--- config.mk ---
export PLATFORM = sky130hd
export DESIGN_NAME = omkmp_cell
export DESIGN_NICKNAME = d
export VERILOG_FILES = /design/src/design/omkmp_pkg.sv /design/src/design/omkmp_cell.sv
export SDC_FILE = /design/constraint.sdc
export NUM_CORES = 1
export LEC_CHECK = 0
export BUFFER_PORTS_ARGS = -buffer_cell sky130_fd_sc_hd__buf_2
export CAP_MARGIN = 20
export CORE_MARGIN = 1.5
export CORE_UTILIZATION = 44
export DETAILED_ROUTE_END_ITERATION = 7
export PLACE_DENSITY = 0.74
export SLEW_MARGIN = 20
export SYNTH_ARGS = -nofsm -noshare
export SYNTH_HDL_FRONTEND = slang
export SYNTH_SLANG_ARGS = --single-unit
--- constraint.sdc ---
create_clock -name clk -period 4.3 [get_ports clk]
set_input_delay 0.43 -clock clk [delete_from_list [all_inputs] [get_ports clk]]
set_output_delay 0.43 -clock clk [all_outputs]
set_load 0.02 [all_outputs]
--- src/design/omkmp_pkg.sv ---
// omkmp_pkg: shared types and constants for the ordered multi-pattern matcher
// operation codes, cell control and neighbor link structs
// no dependencies
`timescale 1ns / 1ps
`default_nettype none

package omkmp_pkg;

  localparam int PATTERN_CELLS = 64;
  localparam int GROUP_SLOTS   = 16;
  localparam int VALUE_WIDTH   = 32;
  localparam int GROUP_W       = $clog2(GROUP_SLOTS + 1);

  typedef enum logic [1:0] {
    OP_CLEAR = 2'd0,
    OP_LOAD  = 2'd1,
    OP_TEXT  = 2'd2,
    OP_IDLE  = 2'd3
  } op_code_t;

  // broadcast from the control to every cell
  typedef struct packed {
    logic                   clear;
    logic                   load;
    logic                   text;
    logic                   advance;
    logic                   last;
    logic [VALUE_WIDTH-1:0] data;
  } cell_ctrl_t;

  // what one cell hands to the next one down the chain
  typedef struct packed {
    logic valid;
    logic mark;
    logic act;
    logic done;
    logic head;
  } cell_link_t;

endpackage

`default_nettype wire

--- src/design/omkmp_cell.sv ---
// omkmp_cell: one pattern position of the matcher chain
// holds an element, its group end mark, a partial match bit and the group token
// depends on omkmp_pkg
`timescale 1ns / 1ps
`default_nettype none

module omkmp_cell
  import omkmp_pkg::*;
(
  input  wire logic       clk,
  input  wire logic       rst_n,
  input  wire cell_ctrl_t ctrl,
  input  wire cell_link_t prev,
  output cell_link_t      link,
  output logic            done,
  output logic            tail_opens
);

  logic                   valid_r, valid_nxt;
  logic                   act_r, act_nxt;
  logic                   token_r, token_nxt;
  logic                   mark_r;
  logic [VALUE_WIDTH-1:0] data_r;
  logic                   tail;
  logic                   hit;

  // first empty cell takes the next load
  assign tail       = prev.valid & ~valid_r;
  assign tail_opens = tail & prev.mark;

  // prefix ending here matches if the group starts here or the prefix one shorter matched
  assign hit  = valid_r & (data_r == ctrl.data) & (token_r | (prev.act & ~prev.mark));
  assign done = hit & mark_r;

  always_comb begin
    valid_nxt = valid_r;
    act_nxt   = act_r;
    token_nxt = token_r;
    if (ctrl.clear) begin
      valid_nxt = 1'b0;
      act_nxt   = 1'b0;
      token_nxt = prev.head;
    end else if (ctrl.text) begin
      act_nxt = hit & ~ctrl.advance;
      if (ctrl.advance) begin
        token_nxt = prev.done;
      end
    end else if (ctrl.load && tail) begin
      valid_nxt = 1'b1;
    end
  end

  always_ff @(posedge clk) begin
    if (!rst_n) begin
      valid_r <= 1'b0;
      act_r   <= 1'b0;
      token_r <= prev.head;
    end else begin
      valid_r <= valid_nxt;
      act_r   <= act_nxt;
      token_r <= token_nxt;
    end
  end

  always_ff @(posedge clk) begin
    if (!ctrl.clear && ctrl.load && tail) begin
      data_r <= ctrl.data;
      mark_r <= ctrl.last;
    end
  end

  assign link.valid = valid_r;
  assign link.mark  = mark_r;
  assign link.act   = act_r;
  assign link.done  = done;
  assign link.head  = 1'b0;

endmodule

`default_nettype wire

==> impl_summary.txt <==
----------------------------------------------------
[Synth]
  Post-Syn Area ... 1550 µm²
  Adder and majority gate portion of the synthesized area ... 0%
  Combinational family with the most area after synthesis ... XOR/XNOR gates
  Yosys warning count ... 0
  Nets in the synthesized netlist ... approximately 140
  Post-Synthesis Cells ... 100
  Mux share of post-synthesis cell area ... less than 1%
  Per-instance average area after synthesis ... between 15 and 20 µm²
  Synth cell types ... 21
  Share of the yosys chip area belonging to registers ... a little under 70%
  Area fraction in compound gates after synthesis ... under 10%
  Xor/xnor cell area share of the yosys netlist ... a little under a fifth
  Post-synthesis register bit count ... 36
  Post-synthesis share of cell area spent on and, or, nand and nor gates ... 7.68%

[Status]
  Result of the run ... finished, final reports clean

[Power and ir drop]
  Maximum VDD drop ... between 0.15 and 0.2 mV
  Total leakage power ... 0.708 nW
  Pwr Density ... approximately 340 nW/µm²

[Drt]
  Routed WL ... between 2 and 3 mm
  Iteration-0 DRC count of the detailed router ... 24
  Average routed wire per standard cell ... about 13 µm
  Count of TritonRoute iterations in the first routing pass ... 2
  Via count ... 913
  Remaining antenna violation count ... 0
  DRC violation count after routing ... 0
  Vias per Instance ... approximately 4.6

[Final layout]
  Commonest non-fill, non-tap cell in the layout ... buf_2
  Antenna cells ... 0
  Area added between synthesis and finish ... 22.8%
  Post-layout net count ... around 200
  Finished Core Util ... a little under three fifths
  Fraction of final layout cells with drive strength greater than 1 ... 38.8%
  Cell area after layout ... ~1900 µm²
  Highest-count cells in the layout ignoring fill and taps ... 49 x buf_2, 34 x edfxtp_1, 20 x xnor2_1, 12 x xor2_1, 6 x nand4_1

[STA]
  Final worst path period share ... 54.2%
  Number of endpoints failing setup at the final stage ... 0
  Final critical delay including setup and external delays ... about 2.3 ns
  Maximum clock skew at final layout ... ~0.0052 ns
  Final worst setup slack ... 1.97 ns
  Setup repair after global routing missed its margin ... false
  Fmax ... about 430 MHz
  Transition at the pin with the smallest max-transition slack ... around 0.8 ns
  Sum Neg Setup Slack ... 0 ns
  Endpoints failing hold ... 0
  Worst hold margin ... between 0.2 and 0.3 ns
  Worst max-slew margin expressed relative to the limit ... approximately 47%
  Number of slew-limit violations in the final report ... 0

[GRT]
  Aggregate global routing overflow ... 0
  Pin count of the biggest net entering global routing ... 22
  Number of global-route vias before repair ... between 900 and 1,000
  Total Routing Usage GR ... between 10% and 20%
  First-pass GRT wire length ... between 4 and 5 mm
  Initial antenna violation count ... 0

[Placement]
  Port buffer count ... 49
  HPWL after DPL ... 2.08 mm
  Post-Place Setup Slack ... between 2 and 2.5 ns
  Post-Place Cell Area ... roughly 1800 µm²
  Routability congestion estimate from global placement ... roughly 0.76

[Clock network]
  Resized Gates After CTS ... 0
  Deepest clock path buffer count ... 2
  Quantity of hold-fixing buffers added after cts ... 0
  TritonCTS clock tree ... yes
  Worst-path clk slew ... about 0.09 ns
  Post-CTS Setup Repair Bufs ... 0
  CTS HTree Levels ... 2
  Clk sinks ... 36
  Buffer type at the clock tree root ... clkbuf_4
  Clock latency reported for the late side of the worst-skew pair ... between 0.3 and 0.4 ns
  Total CTS buffers ... 5

[Critical path]
  Crit path launch type ... register
  CP Capture Type ... output pin
  Data required, critical path ... 3.87 ns
  Crit path DAT ... 1.90 ns
  Crit Path Class ... register to output pin
  Critical Path Fanout Max ... 2

[Floorplanning]
  Num ports ... slightly above 50
  Width of the chip ... between 60 and 70 µm
  Overall die area ... 3880 µm²
  Die Span Y ... between 60 and 70 µm
  Std-Cell Rows ... 21
  Initial Utilization ... between 40% and 50%
  Core footprint ... approximately 3400 µm²

[Hold path]
  Kind of path behind the tightest hold check ... primary input to register

[Job]
  Number of violations of the max-capacitance limit ... 0

----------------------------------------------------
registers in the layout, indices dropped and copies added, names as in the netlist:
name and cells:
act_r 1, data_r 32, mark_r 1, token_r 1, valid_r 1
cells by family (layout without fill, tap and decap cells):
logic type / count (synthesis) / count (layout)
muxes: 1 / 1
xor gates and xnor gates: 32 / 32
and+or+nand+nor: 19 / 19
DFF: 36 / 36
other: 1 / 1
buffers and inverters: 7 / 59
AOI/OAI and AO/OA: 4 / 4
per-stage QoR:
| step | instances | power (W) |
|---|---|---|
| finish | 198 | 0.000653 |
| global route | 198 | 0.000682 |
| CTS | 198 | 0.000660 |
| detailed placement | 191 | 0.000470 |
| global placement | 191 | 0.000467 |
| floorplan | 100 | 0.000437 |
path summary, 6_finish.rpt:
path                        startpoint              endpoint  slack (ns)  cells after the start
hold / removal                ctrl[32]      mark_r$_DFFE_PP_        0.28                      1
setup reg to reg  valid_r$_SDFFE_PP0P_  data_r[12]$_DFFE_PP_        2.44                      2
hold reg to reg     act_r$_SDFFE_PP0P_    act_r$_SDFFE_PP0P_        0.48                      2
setup / recovery  data_r[28]$_DFFE_PP_                  done        1.97                      6
Yosys cell counts:
library cell   n  area (µm²)
edfxtp_1      34        1020
xnor2_1       20         175
xor2_1        12         105
nand4_1        6        37.5
buf_4          5        37.5
nor4_1         4        25.0
nor2_1         3        11.3
dfxtp_1        2        40.0
inv_1          2        7.51
a21o_1         1        7.51
a31oi_1        1        6.26
and3b_1        1        8.76
conb_1         1        3.75
mux2_2         1        11.3
nand2_1        1        3.75
nand2b_1       1        6.26
nor2b_1        1        6.26
nor4bb_1       1        10.0
o21ai_0        1        5.00
o32ai_1        1        8.76
or4b_1         1        10.0
area by class of cell:
class	instances	area, µm²
clock buffer	7	65.1
fill	321	1460
inverter	2	7.51
multi-input combinational	57	457
sequential	36	1060
tap	46	57.6
timing repair buffer	50	253
worst max-delay path, cell delays in order, from the launching register on:
cell	delay, ns
edfxtp_1	0.40
xnor2_1	0.16
nand4_1	0.11
nor4_1	0.35
nand4_1	0.18
nor2_1	0.19
buf_2	0.19
power breakdown:
group / leakage, nW / internal, W / switching [W]
combinational: 0.341 / 0.0000321 / 0.0000289
sequential: 0.329 / 0.000395 / 0.00000435
clock: 0.0374 / 0.0000927 / 0.0000991
total: 0.708 / 0.000520 / 0.000132
routing by layer:
| metal | GRT usage (%) | part of all wire (%) | up-vias |
|---|---|---|---|
| met2 | 24.0 | 49 | 33 |
| met3 | 7.25 | 8.6 | 4 |
| li1 | - | - | 467 |
| met5 | 0 | 0 | - |
| met4 | 4.17 | 1.1 | 0 |
| met1 | 16.4 | 41 | 409 |
Power figures use the tool's default switching activity.
